[src/rtl/core/sbrp_pkg.sv]
// shared types and constants for the sprite bitplane row packer
package sbrp_pkg;

  localparam int SPRITE_COLUMNS   = 16;
  localparam int MAX_SOURCE_WIDTH = 256;
  localparam int WIDTH_W          = 9;
  localparam int HEIGHT_W         = 8;
  localparam int COL_W            = 8;
  localparam int ROW_W            = 8;
  localparam int WORD_W           = 16;
  localparam int CFG_IDX_W        = 1;
  localparam int CFG_DATA_W       = 9;
  localparam int SRC_W            = 13;

  localparam logic [CFG_IDX_W-1:0] CFG_SOURCE_WIDTH  = 1'd0;
  localparam logic [CFG_IDX_W-1:0] CFG_SOURCE_HEIGHT = 1'd1;

  localparam logic [WIDTH_W-1:0]  RST_SOURCE_WIDTH  = 9'd16;
  localparam logic [HEIGHT_W-1:0] RST_SOURCE_HEIGHT = 8'd16;

  // back end word groups
  localparam logic [1:0] PH_HEADER = 2'd0;
  localparam logic [1:0] PH_PLANES = 2'd1;
  localparam logic [1:0] PH_TERM   = 2'd2;

  typedef struct packed {
    logic       pixel_visible;
    logic [1:0] pixel_code;
  } in_word_t;

  typedef struct packed {
    logic [WORD_W-1:0] output_word;
    logic              last_word;
  } out_word_t;

  // one queued job: which word groups to send and the finished plane words
  typedef struct packed {
    logic              header;
    logic              row_end;
    logic              frame_end;
    logic [WORD_W-1:0] plane_low;
    logic [WORD_W-1:0] plane_high;
  } job_t;

endpackage

[src/rtl/core/sbrp_front.sv]
// front end: config registers, resampling, plane build, job generation
module sbrp_front import sbrp_pkg::*; (
  input  logic                  clk,
  input  logic                  rst_n,
  input  logic                  cfg_we,
  input  logic [CFG_IDX_W-1:0]  cfg_index,
  input  logic [CFG_DATA_W-1:0] cfg_data,
  input  logic                  in_valid,
  output logic                  in_ready,
  input  in_word_t              in_data,
  input  logic                  q_full,
  output logic                  q_push,
  output job_t                  q_job
);

  logic [WIDTH_W-1:0]  width_r;
  logic [HEIGHT_W-1:0] height_r;
  logic [COL_W-1:0]    col_r, col_nxt;
  logic [ROW_W-1:0]    row_r, row_nxt;
  logic [WORD_W-1:0]   low_r, low_nxt, high_r, high_nxt;
  logic                hdr_sent_r, hdr_sent_nxt;

  logic [WIDTH_W-1:0]  w_eff;
  logic [HEIGHT_W-1:0] h_eff;
  logic [WORD_W-1:0]   mask, low_new, high_new;
  logic                row_end, frame_end, accept;

  always_comb begin
    if (width_r == '0) begin
      w_eff = WIDTH_W'(1);
    end else if (width_r > WIDTH_W'(MAX_SOURCE_WIDTH)) begin
      w_eff = WIDTH_W'(MAX_SOURCE_WIDTH);
    end else begin
      w_eff = width_r;
    end
    h_eff = (height_r == '0) ? HEIGHT_W'(1) : height_r;
  end

  // nearest neighbour column map, column 0 at the msb
  always_comb begin
    logic [SRC_W-1:0] src_full;
    mask = '0;
    for (int x = 0; x < SPRITE_COLUMNS; x++) begin
      src_full = SRC_W'(x) * SRC_W'(w_eff) + SRC_W'(SPRITE_COLUMNS / 2);
      mask[SPRITE_COLUMNS-1-x] = (src_full[COL_W+3:4] == col_r);
    end
    if (!(in_data.pixel_visible && ({1'b0, col_r} < w_eff))) begin
      mask = '0;
    end
  end

  assign low_new   = low_r  | (mask & {WORD_W{in_data.pixel_code[0]}});
  assign high_new  = high_r | (mask & {WORD_W{in_data.pixel_code[1]}});
  assign row_end   = ({1'b0, col_r} >= (w_eff - WIDTH_W'(1)));
  assign frame_end = row_end && (({1'b0, row_r} + 9'd1) >= {1'b0, h_eff});

  assign in_ready = !q_full;
  assign accept   = in_valid && in_ready;
  assign q_push   = accept && (!hdr_sent_r || row_end);

  always_comb begin
    q_job.header     = !hdr_sent_r;
    q_job.row_end    = row_end;
    q_job.frame_end  = frame_end;
    q_job.plane_low  = low_new;
    q_job.plane_high = high_new;
  end

  always_comb begin
    col_nxt      = col_r;
    row_nxt      = row_r;
    low_nxt      = low_r;
    high_nxt     = high_r;
    hdr_sent_nxt = hdr_sent_r;
    if (accept) begin
      hdr_sent_nxt = !frame_end;
      if (row_end) begin
        col_nxt  = '0;
        low_nxt  = '0;
        high_nxt = '0;
        row_nxt  = frame_end ? '0 : row_r + ROW_W'(1);
      end else begin
        col_nxt  = col_r + COL_W'(1);
        low_nxt  = low_new;
        high_nxt = high_new;
      end
    end
  end

  always_ff @(posedge clk) begin
    if (!rst_n) begin
      width_r    <= RST_SOURCE_WIDTH;
      height_r   <= RST_SOURCE_HEIGHT;
      col_r      <= '0;
      row_r      <= '0;
      low_r      <= '0;
      high_r     <= '0;
      hdr_sent_r <= 1'b0;
    end else begin
      if (cfg_we) begin
        case (cfg_index)
          CFG_SOURCE_WIDTH:  width_r  <= cfg_data;
          CFG_SOURCE_HEIGHT: height_r <= cfg_data[HEIGHT_W-1:0];
          default: ;
        endcase
      end
      col_r      <= col_nxt;
      row_r      <= row_nxt;
      low_r      <= low_nxt;
      high_r     <= high_nxt;
      hdr_sent_r <= hdr_sent_nxt;
    end
  end

endmodule

[src/rtl/core/sbrp_queue.sv]
// two-entry job queue between front and back end
module sbrp_queue import sbrp_pkg::*; (
  input  logic clk,
  input  logic rst_n,
  input  logic push,
  input  job_t push_job,
  output logic full,
  input  logic pop,
  output logic head_valid,
  output job_t head_job
);

  job_t       mem_r [2];
  logic       wr_ptr_r, rd_ptr_r;
  logic [1:0] count_r;

  assign full       = (count_r == 2'd2);
  assign head_valid = (count_r != 2'd0);
  assign head_job   = mem_r[rd_ptr_r];

  always_ff @(posedge clk) begin
    if (push) begin
      mem_r[wr_ptr_r] <= push_job;
    end
  end

  always_ff @(posedge clk) begin
    if (!rst_n) begin
      wr_ptr_r <= 1'b0;
      rd_ptr_r <= 1'b0;
      count_r  <= '0;
    end else begin
      if (push) wr_ptr_r <= !wr_ptr_r;
      if (pop)  rd_ptr_r <= !rd_ptr_r;
      case ({push, pop})
        2'b10:   count_r <= count_r + 2'd1;
        2'b01:   count_r <= count_r - 2'd1;
        default: count_r <= count_r;
      endcase
    end
  end

endmodule

[src/rtl/core/sbrp_back.sv]
// back end: expands queued jobs into output words
module sbrp_back import sbrp_pkg::*; (
  input  logic      clk,
  input  logic      rst_n,
  input  logic      head_valid,
  input  job_t      head_job,
  output logic      pop,
  output logic      out_valid,
  input  logic      out_ready,
  output out_word_t out_data
);

  logic [1:0] phase_r, phase_nxt, eff_phase;
  logic       half_r, half_nxt;
  logic       out_valid_r;
  out_word_t  out_data_r, word;
  logic       advance, done;

  // first group still due at or after phase_r
  always_comb begin
    if (phase_r == PH_HEADER && head_job.header) begin
      eff_phase = PH_HEADER;
    end else if (phase_r != PH_TERM && head_job.row_end) begin
      eff_phase = PH_PLANES;
    end else begin
      eff_phase = PH_TERM;
    end
  end

  always_comb begin
    word.last_word = 1'b0;
    case (eff_phase)
      PH_PLANES: word.output_word = half_r ? head_job.plane_high : head_job.plane_low;
      PH_TERM: begin
        word.output_word = '0;
        word.last_word   = half_r;
      end
      default:   word.output_word = '0;
    endcase
  end

  always_comb begin
    case (eff_phase)
      PH_HEADER: done = half_r && !head_job.row_end;
      PH_PLANES: done = half_r && !head_job.frame_end;
      default:   done = half_r;
    endcase
  end

  assign advance = head_valid && (!out_valid_r || out_ready);
  assign pop     = advance && done;

  always_comb begin
    phase_nxt = phase_r;
    half_nxt  = half_r;
    if (advance) begin
      half_nxt = !half_r;
      if (half_r) begin
        phase_nxt = done ? PH_HEADER : eff_phase + 2'd1;
      end
    end
  end

  always_ff @(posedge clk) begin
    if (advance) begin
      out_data_r <= word;
    end
  end

  always_ff @(posedge clk) begin
    if (!rst_n) begin
      phase_r     <= PH_HEADER;
      half_r      <= 1'b0;
      out_valid_r <= 1'b0;
    end else begin
      phase_r <= phase_nxt;
      half_r  <= half_nxt;
      if (advance) begin
        out_valid_r <= 1'b1;
      end else if (out_ready) begin
        out_valid_r <= 1'b0;
      end
    end
  end

  assign out_valid = out_valid_r;
  assign out_data  = out_data_r;

endmodule

[src/rtl/core/sprite_bitplane_row_packer.sv]
// top level of the sprite bitplane row packer
//
//  channel | ports                         | word
//  --------+-------------------------------+-----------------------------------
//  pixel   | in_valid in_ready in_data     | visible flag, 2-bit color code
//  sprite  | out_valid out_ready out_data  | 16-bit data word, last flag
//  config  | cfg_we cfg_index cfg_data     | source width (0), height (1)
//
// one pixel is taken per clock; the front end builds the plane words and
// queues a job only at a frame start or row end, so the pixel rate is set
// by the two-entry job queue and the back end's one word per clock
// a row end job makes two back end words, a frame end four, a header two
// reset (rst_n, synchronous) clears counters, planes, queue and output
// valid flag and loads width 16 and height 16
// in_ready drops only while the job queue is full; out_ready stalls only
// the back end, the front keeps taking pixels until the queue fills
module sprite_bitplane_row_packer import sbrp_pkg::*; (
  input  logic                  clk,
  input  logic                  rst_n,
  input  logic                  cfg_we,
  input  logic [CFG_IDX_W-1:0]  cfg_index,
  input  logic [CFG_DATA_W-1:0] cfg_data,
  input  logic                  in_valid,
  output logic                  in_ready,
  input  in_word_t              in_data,
  output logic                  out_valid,
  input  logic                  out_ready,
  output out_word_t             out_data
);

  // front to queue
  logic q_full, q_push;
  job_t q_job;
  // queue to back
  logic q_head_valid, q_pop;
  job_t q_head_job;

  // resample, plane build, row and frame counting
  sbrp_front u_front (
    .clk       (clk),
    .rst_n     (rst_n),
    .cfg_we    (cfg_we),
    .cfg_index (cfg_index),
    .cfg_data  (cfg_data),
    .in_valid  (in_valid),
    .in_ready  (in_ready),
    .in_data   (in_data),
    .q_full    (q_full),
    .q_push    (q_push),
    .q_job     (q_job)
  );

  // decouples pixel intake from word output
  sbrp_queue u_queue (
    .clk        (clk),
    .rst_n      (rst_n),
    .push       (q_push),
    .push_job   (q_job),
    .full       (q_full),
    .pop        (q_pop),
    .head_valid (q_head_valid),
    .head_job   (q_head_job)
  );

  // header, plane and terminator word sequencing
  sbrp_back u_back (
    .clk        (clk),
    .rst_n      (rst_n),
    .head_valid (q_head_valid),
    .head_job   (q_head_job),
    .pop        (q_pop),
    .out_valid  (out_valid),
    .out_ready  (out_ready),
    .out_data   (out_data)
  );

endmodule

[config.mk]
export PLATFORM = sky130hd
export DESIGN_NAME = sprite_bitplane_row_packer
export DESIGN_NICKNAME = d
export VERILOG_FILES = /design/src/rtl/core/sbrp_pkg.sv /design/src/rtl/core/sbrp_front.sv /design/src/rtl/core/sbrp_queue.sv /design/src/rtl/core/sbrp_back.sv /design/src/rtl/core/sprite_bitplane_row_packer.sv
export SDC_FILE = /design/constraint.sdc
export NUM_CORES = 1
export LEC_CHECK = 0
export BUFFER_PORTS_ARGS = -buffer_cell sky130_fd_sc_hd__buf_2
export CAP_MARGIN = 30
export CORE_ASPECT_RATIO = 0.8
export CORE_UTILIZATION = 50
export CTS_CLUSTER_DIAMETER = 30
export DETAILED_ROUTE_END_ITERATION = 10
export PLACE_DENSITY = 0.77
export SKIP_LAST_GASP = 1
export SLEW_MARGIN = 20
export SYNTH_ARGS = -nofsm -noshare
export SYNTH_HDL_FRONTEND = slang
export SYNTH_HIERARCHICAL = 1
export SYNTH_SLANG_ARGS = --single-unit
[constraint.sdc]
create_clock -name clk -period 16.4 [get_ports clk]
set_clock_uncertainty 0.05 [all_clocks]
set_input_delay 4.92 -clock clk [delete_from_list [all_inputs] [get_ports clk]]
set_output_delay 4.92 -clock clk [all_outputs]
set_load 0.02 [all_outputs]
# After elaboration in Yosys (flattened, before gate mapping)
# Memories as Yosys holds them, arrays and structs flattened. A register that Yosys moved wholly into a read port is not among the register bits.
# Index checks and enable logic that the tools add are counted.
[totals]
ram_bits = 70
out_inout_bits = 19
wordCells = 132
register_bits = 91
input_bits = 18
mem_count = 1
[op_classes]
n_reduce_logical = 33
n_lt_le_gt_ge = 4
bitwise_logic = 5
n_eq_ne = 21
mul = 11
n_mux = 20
add_sub_neg = 22
[mem_list]
columns = ["memory", "words", "word_bits", "read_ports", "rd_ports_with_merged_regs", "wr", "line", "source"]
rows = [
  ["u_queue.mem_r", 2, 35, 1, 1, 1, "sbrp_queue.sv:13", "job_t mem_r [2];"],
]
[op_table]
columns = ["cell", "n"]
rows = [
  ["adder 12 x 4 -> 12 bit (second input constant)", 11],
  ["equality test 8 bit", 15],
  ["2-to-1 mux 16 bit", 4],
  ["multiplier 4 x 9 -> 12 bit (first input constant)", 4],
  ["bitwise AND 16 bit", 2],
  ["bitwise OR 16 bit", 2],
  ["adder 11 x 4 -> 12 bit (second input constant)", 2],
  ["multiplier 3 x 9 -> 12 bit (first input constant)", 2],
  ["2-to-1 mux 8 bit", 3],
  ["multiplier 2 x 9 -> 11 bit (first input constant)", 2],
  ["multiplier 3 x 9 -> 11 bit (first input constant)", 2],
  ["2-to-1 mux 9 bit", 2],
  ["adder 8 x 1 -> 8 bit (second input constant)", 2],
  ["zero test 8 bit", 2],
  ["adder 10 x 4 -> 11 bit (second input constant)", 1],
  ["adder 9 x 4 -> 10 bit (second input constant)", 1],
  ["logical AND 1 bit", 10],
  ["multiplier 2 x 9 -> 10 bit (first input constant)", 1],
  ["adder 8 x 1 -> 9 bit (second input constant)", 1],
  ["greater-or-equal comparator 8 x 9 -> 1 bit", 1],
  ["greater-or-equal comparator 9 x 8 -> 1 bit", 1],
  ["greater-than comparator 9 bit (second input constant)", 1],
  ["zero test 1 bit", 9],
  ["zero test 9 bit", 1],
  ["other kinds (16)", 34],
]

# Depth between registers and ports, before layout
[depth]
word_depth = 10
ltp_mapped = 20
ltp_nobuf = 19

# Hierarchy
# The synthesis kept the hierarchy.
[by_module_without_submodules]
columns = ["mod", "seq_area_each_um2", "n_inst", "cells_per_inst", "area_per_inst_um2"]
rows = [
  ["sbrp_front", 1321.3, 1, 1292, 10562.6],
  ["sbrp_queue", 2202.1, 1, 131, 2735.1],
  ["sbrp_back", 590.6, 1, 81, 1006.0],
]

# Worst setup path before layout
# No wires, ideal clock.
[synth_path]
path_type = "input to register"
startpoint = "input in_valid"
endpoint = "memory u_queue/mem_r[0][0] in the netlist's numbering (enable)"
required_time_ps = 15921
arrival_ps = 6770
setup_time_ps = 429
n_path_buf = 0
cell_stages = 4
setup_slack_ps = 9152
cell_sequence = "nand2_1 -> a21oi_1 -> inv_1 -> nor2_1"
[synth_between]
elab_chain_cells = 4
[synth_rtl]
columns = ["item", "line", "source"]
rows = [
  ["start: declaration", "sprite_bitplane_row_packer.sv:23", "input logic in_valid,"],
  ["logical AND 1 bit", "sbrp_front.sv:58", "assign accept = in_valid && in_ready;"],
  ["logical AND 1 bit", "sbrp_front.sv:59", "assign q_push = accept && (!hdr_sent_r || row_end);"],
  ["via q_push", "sprite_bitplane_row_packer.sv:32", "logic q_full, q_push;"],
  ["2-to-1 mux 1 bit", "sbrp_queue.sv:22", "if (push) begin"],
  ["2-to-1 mux 1 bit (not written as such)", "sbrp_queue.sv:23", "mem_r[wr_ptr_r] <= push_job;"],
  ["end: declaration", "sbrp_queue.sv:13", ""],
]
# The timed path passes the listed nets, and every way through them passes these cells.

==> impl_metrics.toml <==
[status]
status = "complete, no violations"

[grt]
grt_usage_pct = 26.33
grt_pass1_vias = 11010
antenna_found_initial = 0
grt_pass1_wl_mm = 59.53
grt_max_degree = 36
grt.overflow.total = 0

[logic_synthesis]
syn-cell-area_mm2 = 0.01430
ys_seq_area_share_pct = 28.76
avgSynthCellArea_um2 = 9.510
ys.warnings.count = 6
synth_ff_type = "edfxtp_1"
synth_cells = 1504
ys_types = 89
synth_top_area_share_pct = 18.26
synth-async-reset-ratio_pct = 0
synth_edf_count = 87
synth-seq-cells = 162
synth.area.top_cells = "edfxtp_1, ha_1, dfxtp_1"
synth_largest_area_cell = "edfxtp_1"

[die]
die_h_um = 153.3
core_area_mm2 = 0.02770
die_area_mm2 = 0.02929
io-pin-count = 37
num_rows = 54
start_util_pct = 51.64
die_w_um = 191.1

[clocking]
clockBufferDepth = 2
cts_tree = "yes"
cts_setup_buffers = 0
postCtsHoldBufs = 0
htree_levels = 4
clockRootBuffer = "clkbuf_16"
cts_buffers = 17
path_clk_slew_ns = 0.06
cts_sinks = 162
post_cts_resized = 0
clock_latency_ns = 0.42

[layout]
design_area_mm2 = 0.01541
fin_nets = 1738
drive_above_1_share_pct = 10.37
multi_input_area_mm2 = 0.009442
area_growth_pct = 7.724
fill_cells = 2426
area.sequential_mm2 = 0.004114
diodes = 0

[drt]
vias_per_cell = 6.055
drc = 0
drt_first_pass_iters = 6
drt_wl_total_mm = 37.78
dr_total_vias = 11490
detail_route.wl_per_cell_um = 19.91
first_iter_violations = 1403
ant_nets = 0

[sta]
drv_slew = 0
tns_ns = 0
relSlewSlack_pct = 32.78
hold_viol = 0
tightestPinTransition_ns = 1.007
rsz0062_at_grt = "no"
setup_viol = 0
post-route-period-util_pct = 41.72
fmax_mhz = 146.1
layout_min_cycle_time_ns = 6.843

[worst_setup_path]
cp-start-kind = "flip-flop"
required_ns = 16.64
crit_path_max_fanout = 30
endpoint_kind = "flip-flop"
cp.arrival_ns = 7.08
critical_path_class = "reg2reg"

[pwr]
internal-power_uw = 865.7
swShare_pct = 34.09
pwr-share-comb_pct = 34.8
power_frac_seq_pct = 35.8
p_per_area_mw_per_mm2 = 85.24
leakagePower_uw = 0.006863
clockPowerShare_pct = 29.4
switchingPower_uw = 447.7
ir_drop_mv = 0.08043

[placed_design]
postPlaceCellArea_mm2 = 0.01483
numPortBuffers = 36
gp_congestion = 0.9881
dp_hpwl_mm = 28.11

[min_path]
hold_class = "reg2reg"

[flow_run]
maxCapViolations = 0
==> sequential cells by signal, summed over array words and instances, names as in the netlist, named ones only <==
| name | count |
|---|---|
| u_front/hdr_sent_r | 1 |
| u_back/phase_r | 2 |
| u_queue/wr_ptr_r | 1 |
| u_back/half_r | 1 |
| u_back/out_data | 17 |
| u_front/col_r | 8 |
| u_queue/rd_ptr_r | 1 |
| u_queue/count_r | 2 |
| u_front/low_r | 16 |
| u_front/width_r | 9 |
| u_front/high_r | 16 |
| u_front/height_r | 8 |
| u_front/row_r | 8 |
| u_back/out_valid | 1 |
| u_queue/mem_r | 70 |
==> stage by stage <==
stage / total power, µW / utilization (%) / cells / setup WS, ns / hold WS (ns)
6_report: 1313 / 55.62 / 1898 / 9.557 / 0.4079
5_1_grt: 1382 / 55.62 / 1898 / 9.331 / 0.4440
4_1_cts: 1311 / 55.60 / 1897 / 9.635 / 0.4086
3_5_place_dp: 926.8 / 53.53 / 1865 / 9.195 / 0.4000
3_3_place_gp: 912.2 / 53.53 / 1865 / 9.325 / 0.3951
2_1_floorplan: 819.9 / - / 1505 / 9.152 / 0.3847
==> cell usage after synthesis (5+ instances only) <==
master,number
ha_1,153
xnor2_1,128
inv_1,123
nor2_1,88
edfxtp_1,87
nand2_1,87
a21oi_1,76
dfxtp_1,75
xor2_1,58
a21o_1,50
fa_1,46
nand3_1,40
mux2_2,36
o21ai_0,36
nor3_1,33
clkbuf_1,30
mux2i_1,20
buf_2,17
and3_1,16
a22o_1,15
a31oi_1,15
nand2b_1,15
nor2b_1,14
and2_1,13
nand4_1,13
nor4_1,12
or2_2,12
a211oi_1,10
o21a_1,10
o21bai_1,10
buf_1,9
o211ai_1,9
o31ai_1,9
or3_1,9
or4_1,7
xnor3_1,7
a21boi_0,6
a31o_2,6
and4_1,6
o211a_1,6
nand4b_1,5
nor3b_1,5
==> path summary, 6_finish.rpt <==
| path | start | endpoint | slack (ns) | cells after the start |
|---|---|---|---|---|
| worst max-delay path | u_front/width_r[8]$_SDFFE_PN0P_ | u_queue/mem_r[0][0]$_DFFE_PP_ | 9.56 | 19 |
| worst min-delay path | u_front/height_r[0]$_SDFFE_PN0P_ | u_front/height_r[0]$_SDFFE_PN0P_ | 0.41 | 2 |
| worst max register to register | u_front/width_r[8]$_SDFFE_PN0P_ | u_queue/mem_r[0][0]$_DFFE_PP_ | 9.56 | 19 |
| worst min register to register | u_front/height_r[0]$_SDFFE_PN0P_ | u_front/height_r[0]$_SDFFE_PN0P_ | 0.41 | 2 |
==> critical path, cell delays in order (launching register included) <==
cell	delay (ns)
dfxtp_1	0.30
buf_4	0.39
clkinv_1	0.55
nand2_1	0.74
inv_1	0.44
fa_1	0.63
inv_1	0.09
fa_1	0.54
inv_1	0.04
ha_1	0.30
inv_1	0.07
fa_1	0.46
nor2b_1	0.12
o21ai_0	0.10
nand2_1	0.10
xnor2_1	0.07
or4_1	0.51
or3_1	0.32
nor4_1	0.65
a21o_1	0.23
==> routing by layer <==
layer / part of all wire [%] / track usage (%)
met1: 44 / 36.53
met2: 44 / 40.48
met3: 9.8 / 6.315
met4: 2.4 / 7.823
met5: 0 / 0
==> power by group through the flow <==
stage / Sequential, µW / Combinational (µW) / Clock (µW)
finish: 471 / 456 / 386
detailed placement: 480 / 447 / 0
CTS: 471 / 450 / 390
global route: 473 / 500 / 408
global placement: 478 / 434 / 0
floorplan: 490 / 330 / 0
==> logic make-up (layout without fill, tap and decap cells) <==
group,after synthesis,after routing,share of synthesized area [%]
and+or+nand+nor,391,391,13.98
muxes,56,56,4.234
DFF,162,162,28.76
xor gates and xnor gates,195,195,12.72
adders and majority gates,199,199,19.82
AOI/OAI and AO/OA,311,311,15.14
buffers and inverters,188,217,5.292
other,2,3,0.05250
==> placed cells by master (no fill, tap or decap), drive strengths merged, types with 15 or more instances in the layout <==
cell / synthesis / final
nand2: 88 / 88
nor2b: 16 / 16
fa: 46 / 46
nor2: 88 / 88
ha: 153 / 153
a22o: 15 / 15
dfxtp: 75 / 75
nand2b: 15 / 15
xor2: 59 / 59
nor3: 33 / 33
a31oi: 16 / 16
edfxtp: 87 / 87
and3: 16 / 16
buf: 32 / 59
a21oi: 76 / 76
nand3: 41 / 41
inv: 124 / 127
o21ai: 40 / 40
mux2i: 20 / 20
mux2: 36 / 36
a21o: 50 / 50
clkbuf: 30 / 22
xnor2: 129 / 129
==> cell type report <==
class / instances / share of cell area [%]
sequential: 162 / 26.70
tap: 364 / 2.956
multi-input combinational: 1155 / 61.28
clock buffer: 22 / 3.086
inverter: 126 / 3.069
clock inverter: 10 / 0.6253
timing repair buffer: 59 / 2.290
(Power assumes the default switching activity.)
